## src/design/assert_macros.svh

```systemverilog
// Assertion helpers for the health monitor. All checks are sampled on clk_i
// and are disabled while rst_ni is low.
`ifndef ASSERT_MACROS_SVH
`define ASSERT_MACROS_SVH

`ifndef NO_ASSERTIONS

// Property must hold at every clock edge outside reset.
`define HTM_ASSERT(label, prop, msg) \
  label: assert property (@(posedge clk_i) disable iff (!rst_ni) (prop)) else $error(msg);

// Antecedent must never hold outside reset.
`define HTM_ASSERT_NEVER(label, cond, msg) \
  label: assert property (@(posedge clk_i) disable iff (!rst_ni) !(cond)) else $error(msg);

`else

`define HTM_ASSERT(label, prop, msg)
`define HTM_ASSERT_NEVER(label, cond, msg)

`endif

`endif

```

## src/design/htm_pkg.sv

```systemverilog
`timescale 1ns / 1ps
`default_nettype none

package htm_pkg;

  localparam int unsigned NOW_W    = 48;
  localparam int unsigned TEMP_W   = 9;
  localparam int unsigned MEM_W    = 8;
  localparam int unsigned DISK_W   = 17;
  localparam int unsigned FPS_W    = 11;
  localparam int unsigned RATIO_W  = 17;
  localparam int unsigned SEC_W    = 16;
  localparam int unsigned CFG_IDX_W  = 3;
  localparam int unsigned CFG_DATA_W = 17;

  localparam int unsigned MS_PER_SEC = 1000;
  // 65535 s * 1000 fits in 26 bits
  localparam int unsigned SUS_MS_W   = 26;
  // 10-bit target * 16-bit ratio
  localparam int unsigned PROD_W     = 26;
  // Q1.15 ratio: fps is scaled by 2^15 before the compare
  localparam int unsigned RATIO_FRAC = 15;

  typedef enum logic [CFG_IDX_W-1:0] {
    CFG_CPU_TEMP_WARN    = 3'd0,
    CFG_MEM_PERCENT_WARN = 3'd1,
    CFG_MEM_SUSTAIN_SEC  = 3'd2,
    CFG_DISK_STOP_GB     = 3'd3,
    CFG_DISK_WARN_GB     = 3'd4,
    CFG_FPS_TARGET       = 3'd5,
    CFG_FPS_RATIO        = 3'd6,
    CFG_FPS_SUSTAIN_SEC  = 3'd7
  } htm_cfg_e;

  typedef struct packed {
    logic        [NOW_W-1:0]  now_ms;
    logic signed [TEMP_W-1:0] cpu_temp;
    logic signed [MEM_W-1:0]  mem_percent;
    logic signed [DISK_W-1:0] disk_free_gb;
    logic signed [FPS_W-1:0]  capture_fps;
  } htm_sample_t;

endpackage

`default_nettype wire

```

## src/design/htm_sustain.sv

```systemverilog
`timescale 1ns / 1ps
`default_nettype none

// Duration qualifier: holds the time a violation started and flags once it
// has lasted the programmed number of milliseconds.
module htm_sustain
  import htm_pkg::*;
#(
  parameter int unsigned TIME_BITS = 48
) (
  input  wire logic                 clk_i,
  input  wire logic                 rst_ni,
  input  wire logic                 step_i,
  input  wire logic                 viol_i,
  input  wire logic [TIME_BITS-1:0] now_i,
  input  wire logic [SUS_MS_W-1:0]  sustain_ms_i,
  output logic                      hit_o
);

  logic [TIME_BITS-1:0] anchor_q, anchor_d;
  logic                 set_q, set_d;
  logic [TIME_BITS-1:0] anchor_eff;
  logic [TIME_BITS-1:0] elapsed;

  // A fresh violation anchors at the current sample.
  assign anchor_eff = set_q ? anchor_q : now_i;
  assign elapsed    = now_i - anchor_eff;

  // Time running backwards never counts as elapsed.
  assign hit_o = viol_i && (now_i >= anchor_eff) &&
                 (elapsed >= TIME_BITS'(sustain_ms_i));

  always_comb begin
    anchor_d = anchor_q;
    set_d    = set_q;
    if (step_i) begin
      if (!viol_i) begin
        anchor_d = '0;
        set_d    = 1'b0;
      end else begin
        anchor_d = anchor_eff;
        set_d    = 1'b1;
      end
    end
  end

  always_ff @(posedge clk_i or negedge rst_ni) begin
    if (!rst_ni) begin
      anchor_q <= '0;
      set_q    <= 1'b0;
    end else begin
      anchor_q <= anchor_d;
      set_q    <= set_d;
    end
  end

endmodule

`default_nettype wire

```

## src/design/health_threshold_monitor.sv

```systemverilog
`timescale 1ns / 1ps
`default_nettype none

// Health threshold monitor. Each input beat is one poll sample (ms timestamp,
// temperature, memory percent, free disk, capture frame rate); each sample
// yields exactly one result beat with stop_fault, warn_active, a health report
// flag and code, and the new degraded state. A negative metric means unknown
// and skips its rule; a negative threshold disables its rule. Temperature
// warns at once, disk has a stop tier (fault) and a warn tier, and memory-high
// and frame-rate-low warn only after holding for their sustain time. A report
// with code 1 goes out when a warning appears while healthy, code 0 when the
// block returns to clean. Throughput is one sample per clock while out_ready_i
// does not stall the result channel; each sample passes the input register and
// then the result register. Detector state (anchors, degraded flag) is updated
// as a sample moves from the input register into the result register, so the
// following sample always sees it. Configuration writes (cfg_ready_o is always
// high) are meant for idle periods; the sustain times in ms and the frame-rate
// product target*ratio are precomputed on the write, so the per-sample path is
// only compares and one time subtract per sustain rule.
module health_threshold_monitor
  import htm_pkg::*;
#(
  parameter int unsigned TIME_BITS = 48
) (
  input  wire logic                     clk_i,
  input  wire logic                     rst_ni,
  // configuration write channel
  input  wire logic                     cfg_valid_i,
  output logic                          cfg_ready_o,
  input  wire logic [CFG_IDX_W-1:0]     cfg_index_i,
  input  wire logic [CFG_DATA_W-1:0]    cfg_data_i,
  // sample channel
  input  wire logic                     in_valid_i,
  output logic                          in_ready_o,
  input  wire logic [NOW_W-1:0]         now_ms_i,
  input  wire logic signed [TEMP_W-1:0] cpu_temp_i,
  input  wire logic signed [MEM_W-1:0]  mem_percent_i,
  input  wire logic signed [DISK_W-1:0] disk_free_gb_i,
  input  wire logic signed [FPS_W-1:0]  capture_fps_i,
  // result channel
  output logic                          out_valid_o,
  input  wire logic                     out_ready_i,
  output logic                          stop_fault_o,
  output logic                          warn_active_o,
  output logic                          report_valid_o,
  output logic                          report_code_o,
  output logic                          degraded_now_o
);

  `include "assert_macros.svh"

  localparam logic [SUS_MS_W-1:0] MEM_SUS_RST = SUS_MS_W'(10 * MS_PER_SEC);
  localparam logic [SUS_MS_W-1:0] FPS_SUS_RST = SUS_MS_W'(3 * MS_PER_SEC);

  // ---------------------------------------------------------------------------
  // Configuration registers
  // ---------------------------------------------------------------------------
  logic signed [TEMP_W-1:0]  cpu_temp_warn_q;
  logic signed [MEM_W-1:0]   mem_percent_warn_q;
  logic signed [DISK_W-1:0]  disk_stop_gb_q;
  logic signed [DISK_W-1:0]  disk_warn_gb_q;
  logic signed [FPS_W-1:0]   fps_target_q;
  logic signed [RATIO_W-1:0] fps_ratio_q;
  logic [SUS_MS_W-1:0]       mem_sus_ms_q;
  logic [SUS_MS_W-1:0]       fps_sus_ms_q;
  // target * ratio; only meaningful while both are non-negative
  logic [PROD_W-1:0]         fps_prod_q;

  logic cfg_fire;

  assign cfg_ready_o = 1'b1;
  assign cfg_fire    = cfg_valid_i && cfg_ready_o;

  always_ff @(posedge clk_i or negedge rst_ni) begin
    if (!rst_ni) begin
      cpu_temp_warn_q    <= '1;
      mem_percent_warn_q <= MEM_W'(85);
      disk_stop_gb_q     <= DISK_W'(1);
      disk_warn_gb_q     <= DISK_W'(10);
      fps_target_q       <= '1;
      fps_ratio_q        <= '1;
      mem_sus_ms_q       <= MEM_SUS_RST;
      fps_sus_ms_q       <= FPS_SUS_RST;
      fps_prod_q         <= '0;
    end else if (cfg_fire) begin
      unique case (htm_cfg_e'(cfg_index_i))
        CFG_CPU_TEMP_WARN:    cpu_temp_warn_q    <= cfg_data_i[TEMP_W-1:0];
        CFG_MEM_PERCENT_WARN: mem_percent_warn_q <= cfg_data_i[MEM_W-1:0];
        CFG_MEM_SUSTAIN_SEC: begin
          mem_sus_ms_q <= SUS_MS_W'(cfg_data_i[SEC_W-1:0]) * SUS_MS_W'(MS_PER_SEC);
        end
        CFG_DISK_STOP_GB:     disk_stop_gb_q     <= cfg_data_i[DISK_W-1:0];
        CFG_DISK_WARN_GB:     disk_warn_gb_q     <= cfg_data_i[DISK_W-1:0];
        CFG_FPS_TARGET: begin
          fps_target_q <= cfg_data_i[FPS_W-1:0];
          fps_prod_q   <= PROD_W'(cfg_data_i[FPS_W-2:0]) *
                          PROD_W'(fps_ratio_q[RATIO_W-2:0]);
        end
        CFG_FPS_RATIO: begin
          fps_ratio_q <= cfg_data_i[RATIO_W-1:0];
          fps_prod_q  <= PROD_W'(fps_target_q[FPS_W-2:0]) *
                         PROD_W'(cfg_data_i[RATIO_W-2:0]);
        end
        CFG_FPS_SUSTAIN_SEC: begin
          fps_sus_ms_q <= SUS_MS_W'(cfg_data_i[SEC_W-1:0]) * SUS_MS_W'(MS_PER_SEC);
        end
      endcase
    end
  end

  // ---------------------------------------------------------------------------
  // Pipeline control: input register -> result register
  // ---------------------------------------------------------------------------
  htm_sample_t smp_q;
  logic        smp_valid_q, smp_valid_d;
  logic        out_valid_q, out_valid_d;
  logic        in_fire;
  logic        advance;

  // A sample leaves the input register whenever the result slot is free or
  // its current beat is being taken.
  assign advance    = smp_valid_q && (!out_valid_q || out_ready_i);
  assign in_ready_o = !smp_valid_q || advance;
  assign in_fire    = in_valid_i && in_ready_o;

  always_comb begin
    smp_valid_d = smp_valid_q;
    if (in_fire) begin
      smp_valid_d = 1'b1;
    end else if (advance) begin
      smp_valid_d = 1'b0;
    end
    out_valid_d = out_valid_q;
    if (advance) begin
      out_valid_d = 1'b1;
    end else if (out_ready_i) begin
      out_valid_d = 1'b0;
    end
  end

  always_ff @(posedge clk_i or negedge rst_ni) begin
    if (!rst_ni) begin
      smp_valid_q <= 1'b0;
      out_valid_q <= 1'b0;
    end else begin
      smp_valid_q <= smp_valid_d;
      out_valid_q <= out_valid_d;
    end
  end

  always_ff @(posedge clk_i) begin
    if (in_fire) begin
      smp_q.now_ms       <= now_ms_i;
      smp_q.cpu_temp     <= cpu_temp_i;
      smp_q.mem_percent  <= mem_percent_i;
      smp_q.disk_free_gb <= disk_free_gb_i;
      smp_q.capture_fps  <= capture_fps_i;
    end
  end

  // ---------------------------------------------------------------------------
  // Rule evaluation on the registered sample
  // ---------------------------------------------------------------------------
  logic [TIME_BITS-1:0] now_t;
  logic                 temp_warn;
  logic                 mem_over;
  logic                 mem_hit;
  logic                 disk_stop;
  logic                 disk_warn;
  logic [PROD_W-1:0]    fps_scaled;
  logic                 fps_low;
  logic                 fps_hit;
  logic                 warn;
  logic                 deg_now;
  logic                 rep_valid;
  logic                 rep_code;
  logic                 degraded_q;

  // Timestamp is reduced (or widened) to the configured time width.
  assign now_t = TIME_BITS'(smp_q.now_ms);

  assign temp_warn = !cpu_temp_warn_q[TEMP_W-1] && !smp_q.cpu_temp[TEMP_W-1] &&
                     (smp_q.cpu_temp > cpu_temp_warn_q);

  assign mem_over = !mem_percent_warn_q[MEM_W-1] && !smp_q.mem_percent[MEM_W-1] &&
                    (smp_q.mem_percent > mem_percent_warn_q);

  // Warn tier is only looked at when the stop tier stays quiet.
  assign disk_stop = !smp_q.disk_free_gb[DISK_W-1] && !disk_stop_gb_q[DISK_W-1] &&
                     (smp_q.disk_free_gb < disk_stop_gb_q);
  assign disk_warn = !smp_q.disk_free_gb[DISK_W-1] && !disk_stop &&
                     !disk_warn_gb_q[DISK_W-1] &&
                     (smp_q.disk_free_gb < disk_warn_gb_q);

  // fps * 2^15 < target * ratio, exact in integers
  assign fps_scaled = PROD_W'(smp_q.capture_fps[FPS_W-2:0]) << RATIO_FRAC;
  assign fps_low    = !fps_target_q[FPS_W-1] && !fps_ratio_q[RATIO_W-1] &&
                      !smp_q.capture_fps[FPS_W-1] && (fps_scaled < fps_prod_q);

  htm_sustain #(
    .TIME_BITS   (TIME_BITS)
  ) u_mem_sustain (
    .clk_i        (clk_i),
    .rst_ni       (rst_ni),
    .step_i       (advance),
    .viol_i       (mem_over),
    .now_i        (now_t),
    .sustain_ms_i (mem_sus_ms_q),
    .hit_o        (mem_hit)
  );

  htm_sustain #(
    .TIME_BITS   (TIME_BITS)
  ) u_fps_sustain (
    .clk_i        (clk_i),
    .rst_ni       (rst_ni),
    .step_i       (advance),
    .viol_i       (fps_low),
    .now_i        (now_t),
    .sustain_ms_i (fps_sus_ms_q),
    .hit_o        (fps_hit)
  );

  assign warn    = temp_warn || mem_hit || disk_warn || fps_hit;
  assign deg_now = warn || disk_stop;

  // A stop fault on its own degrades the block silently; recovery from any
  // degraded state is still reported.
  always_comb begin
    priority if (warn && !degraded_q) begin
      rep_valid = 1'b1;
      rep_code  = 1'b1;
    end else if (!deg_now && degraded_q) begin
      rep_valid = 1'b1;
      rep_code  = 1'b0;
    end else begin
      rep_valid = 1'b0;
      rep_code  = 1'b0;
    end
  end

  always_ff @(posedge clk_i or negedge rst_ni) begin
    if (!rst_ni) begin
      degraded_q <= 1'b0;
    end else if (advance) begin
      degraded_q <= deg_now;
    end
  end

  // ---------------------------------------------------------------------------
  // Result register
  // ---------------------------------------------------------------------------
  logic stop_fault_q;
  logic warn_active_q;
  logic report_valid_q;
  logic report_code_q;
  logic degraded_now_q;

  always_ff @(posedge clk_i) begin
    if (advance) begin
      stop_fault_q   <= disk_stop;
      warn_active_q  <= warn;
      report_valid_q <= rep_valid;
      report_code_q  <= rep_code;
      degraded_now_q <= deg_now;
    end
  end

  assign out_valid_o    = out_valid_q;
  assign stop_fault_o   = stop_fault_q;
  assign warn_active_o  = warn_active_q;
  assign report_valid_o = report_valid_q;
  assign report_code_o  = report_code_q;
  assign degraded_now_o = degraded_now_q;

  // ---------------------------------------------------------------------------
  // Assertions
  // ---------------------------------------------------------------------------
  `HTM_ASSERT(a_deg_is_or,
              out_valid_o |-> (degraded_now_o == (stop_fault_o || warn_active_o)),
              "degraded_now_o disagrees with fault and warning")
  `HTM_ASSERT_NEVER(a_recover_clean,
                    out_valid_o && report_valid_o && !report_code_o && degraded_now_o,
                    "recovery report while still degraded")
  `HTM_ASSERT(a_stall_cause,
              !in_ready_o |-> (smp_valid_q && out_valid_q && !out_ready_i),
              "input stalled without a full pipeline")
  `HTM_ASSERT(a_deg_tracks,
              advance |=> (degraded_q == degraded_now_o),
              "degraded flag not taken from last result")

endmodule

`default_nettype wire
```

## config.mk

```make
export PLATFORM = sky130hd
export DESIGN_NAME = health_threshold_monitor
export DESIGN_NICKNAME = d
export VERILOG_FILES = /design/src/design/htm_pkg.sv /design/src/design/htm_sustain.sv /design/src/design/health_threshold_monitor.sv
export VERILOG_INCLUDE_DIRS = /design/src /design/src/design
export SDC_FILE = /design/constraint.sdc
export NUM_CORES = 2
export LEC_CHECK = 0
export ABC_AREA = 1
export BUFFER_PORTS_ARGS = -buffer_cell sky130_fd_sc_hd__buf_4
export CORE_ASPECT_RATIO = 1.5
export CORE_MARGIN = 3
export CORE_UTILIZATION = 24
export CTS_CLUSTER_DIAMETER = 200
export DETAILED_ROUTE_END_ITERATION = 10
export MAX_ROUTING_LAYER = met4
export SLEW_MARGIN = 25
export SYNTH_ARGS = -nofsm -noshare
export SYNTH_HDL_FRONTEND = slang
export SYNTH_HIERARCHICAL = 1
export SYNTH_SLANG_ARGS = --single-unit
```

## constraint.sdc

```tcl
create_clock -name clk_i -period 9.8 [get_ports clk_i]
set_clock_uncertainty 0.1 [all_clocks]
set_input_delay 1.47 -clock clk_i [delete_from_list [all_inputs] [get_ports clk_i]]
set_output_delay 1.47 -clock clk_i [all_outputs]
set_load 0.05 [all_outputs]
```

==> results.json <==
{
  "gp_congestion": 0.940,
  "yosys-top-cells-area": "nand2_1 16%, fa_1 14%, dfrtp_1 13%, ha_1 12%, inv_1 11%",
  "dieArea_um2": 166000,
  "synth_compound_area_share_pct": 9.89,
  "cts_post_setup_buffers_inserted": 0,
  "p_per_area_nw_per_um2": 326,
  "overflow": 0,
  "relSlewSlack_pct": 28.0,
  "placed_cells": 7427,
  "drt-total-wl_mm": 129,
  "netlist_instances": 5350,
  "worstPathMaxFanout": 33,
  "io_buffers": 124,
  "viasPerCell": 4.52,
  "multi_input_area_um2": 24400,
  "die_x_um": 333,
  "grt_pass1_vias": 34400,
  "rows": 179,
  "htree_levels": 2,
  "synth_top_cell_area_share_pct": 15.9,
  "dp_hpwl_mm": 105,
  "worst_slack_ns": 3.53,
  "setup_viol_count_final": 0,
  "holdBufCountCts": 0,
  "fill_cells": 17400,
  "synth_top_cell_by_area": "nand2_1",
  "place_ws_ns": 2.95,
  "ys_types": 60,
  "period_needed_ns": 6.27,
  "synthMuxAreaShare_pct": 0,
  "drc": 0,
  "io_pins": 126,
  "final_common_cell": "nand2_1",
  "instances_no_fill": 7518,
  "fin_area_um2": 43200,
  "initial_core_util_pct": 24.2,
  "worstSetupEndpointType": "register",
  "async_flop_share_pct": 72.0,
  "postPlaceCellArea_um2": 41700,
  "clk_latency_ns": 0.62,
  "finalMaxSlewViolations": 0,
  "hold_viol_final": 0,
  "worstHoldPathType": "register to register",
  "synth-seq-cells": 350,
  "cts_tree": "built",
  "cts_buffer_depth": 3,
  "syn_area_per_cell_um2": 7.21,
  "grt_pass1_wl_mm": 199,
  "num-nets-final": 6172,
  "ys_seq_area_share_pct": 24.2,
  "fmax_mhz": 159,
  "postRouteAntennaNets": 0,
  "synth_adder_area_share_pct": 26.8,
  "tightestPinTransition_ns": 1.07,
  "crit_type": "primary input to register",
  "path_clk_slew_ns": 0.06,
  "syn_to_final_growth_pct": 11.9,
  "cp.arrival_ns": 6.73,
  "via_count": 34000,
  "cts-resized-gates": 0,
  "run_status": "finished, final reports clean",
  "grt_max_degree": 129,
  "drt_iter0_drc": 1951,
  "yosysWarnings": 6,
  "synthFlopType": "dfrtp_1",
  "antenna_found_initial": 9,
  "synth_edf_count": 98,
  "grtUsageTotal_pct": 15.9,
  "core_um2": 159000,
  "wire_per_inst_um": 17.2,
  "synth-simple-area-share_pct": 24.9,
  "hold_slack_ns": 0.366,
  "max-vdd-ir-drop_mv": 0.232,
  "cap_violations": 0,
  "setup-tns-final_ns": 0,
  "synth_xor_area_share_pct": 1.66,
  "critPathLaunchType": "primary input",
  "required_ns": 10.26,
  "first_pass_iters": 5,
  "layout_common_cells": "1634 x nand2_1, 1098 x inv_1, 385 x ha_1, 292 x o21ai_0, 276 x fa_1",
  "drive_gt1_share_pct": 8.49,
  "clockRootBuffer": "clkbuf_16",
  "p_leak_uw": 0.0230,
  "synth_top_family_by_area": "adder cells",
  "cts_num_sinks": 350,
  "post-route-period-util_pct": 64.0,
  "synthesis.area_um2": 38600,
  "rsz0062_at_grt": "false",
  "seqCellArea_um2": 9320,
  "cts_buffers": 45,
  "die_h_um": 497
}
[path summary, 6_finish.rpt]
path	startpoint	to	slack [ns]	cells after the start
worst max-delay path	cfg_data_i[4]	fps_prod_q[18]$_DFFE_PN0P_	3.53	20
max in group asynchronous	rst_ni	disk_stop_gb_q[10]$_DFFE_PN0P_	7.56	2
worst min-delay path	mem_sus_ms_q[8]$_DFFE_PN1P_	mem_sus_ms_q[8]$_DFFE_PN1P_	0.37	2
worst max register to register	fps_target_q[3]$_DFFE_PN1P_	fps_prod_q[18]$_DFFE_PN0P_	4.06	19
min in group asynchronous	rst_ni	u_fps_sustain/anchor_q[37]$_DFFE_PN0P_	0.70	1
worst min register to register	mem_sus_ms_q[8]$_DFFE_PN1P_	mem_sus_ms_q[8]$_DFFE_PN1P_	0.37	2
[registers in the layout, indices dropped and copies added, names as in the netlist, 8 cells and up]
name                    flops
cpu_temp_warn_q             9
disk_stop_gb_q             17
disk_warn_gb_q             17
fps_prod_q                 26
fps_ratio_q                17
fps_scaled                 10
fps_sus_ms_q               23
fps_target_q               11
mem_percent_warn_q          8
mem_sus_ms_q               23
now_t                      48
smp_q                      35
u_fps_sustain/anchor_q     48
u_mem_sustain/anchor_q     48
[Yosys cell counts, drive strengths merged (53+ instances only)]
cell       n
o22ai     94
inv     1136
clkbuf   138
edfxtp    98
ha       385
nand3    186
nand2   1696
dfstp     56
dfrtp    196
fa       276
xor2      53
o21ai    302
a21oi    214
nor2     283
[logic make-up after synthesis]
family / after synthesis
simple gates: 2290
buf+inv: 1287
fa+ha+maj: 661
xor+xnor: 73
compound gates: 687
flops: 350
other cells: 2
[power breakdown]
part           switching (uW)  internal [uW]
sequential                292           1870
clock                     719            962
combinational            6810           3410
total                    7820           6240
[cell type report]
class / count / area share [%]
sequential: 350 / 21.6
antenna: 7 / 0.0406
multi-input combinational: 3718 / 56.6
clock buffer: 61 / 2.91
tap: 2081 / 6.03
inverter: 1141 / 9.93
clock inverter: 23 / 0.478
timing repair buffer: 137 / 2.43
[per-stage QoR]
| step | utilization (%) | total power (uW) |
|---|---|---|
| after global placement | 26.2 | 12300 |
| after CTS | 27.1 | 14200 |
| after detailed placement | 26.2 | 12400 |
| after global routing | 27.1 | 15600 |
| final | 27.1 | 14100 |
| after floorplan | - | 9240 |
[routing by layer]
metal	wire (um)	vias to the layer above	global-route usage [%]	share of wire, %
met5	0	-	-	0
met2	67000	846	28.8	52
met4	7050	0	7.46	5.5
met3	5480	265	2.02	4.2
li1	-	16700	-	-
met1	49800	16200	17.2	39
[critical path, cell delays in order]
cell     delay, ns
buf_4         0.47
nand2_1       0.12
inv_1         0.10
fa_1          0.42
fa_1          0.53
fa_1          0.55
fa_1          0.56
inv_1         0.06
fa_1          0.54
inv_1         0.06
ha_1          0.40
nand2_1       0.14
o21ai_0       0.50
a21oi_1       0.13
nand2_1       0.13
xor2_1        0.22
nand2_1       0.10
nand2_1       0.08
nand2_1       0.04
nand2_1       0.07
No activity file was read; power rests on OpenSTA's default activity.
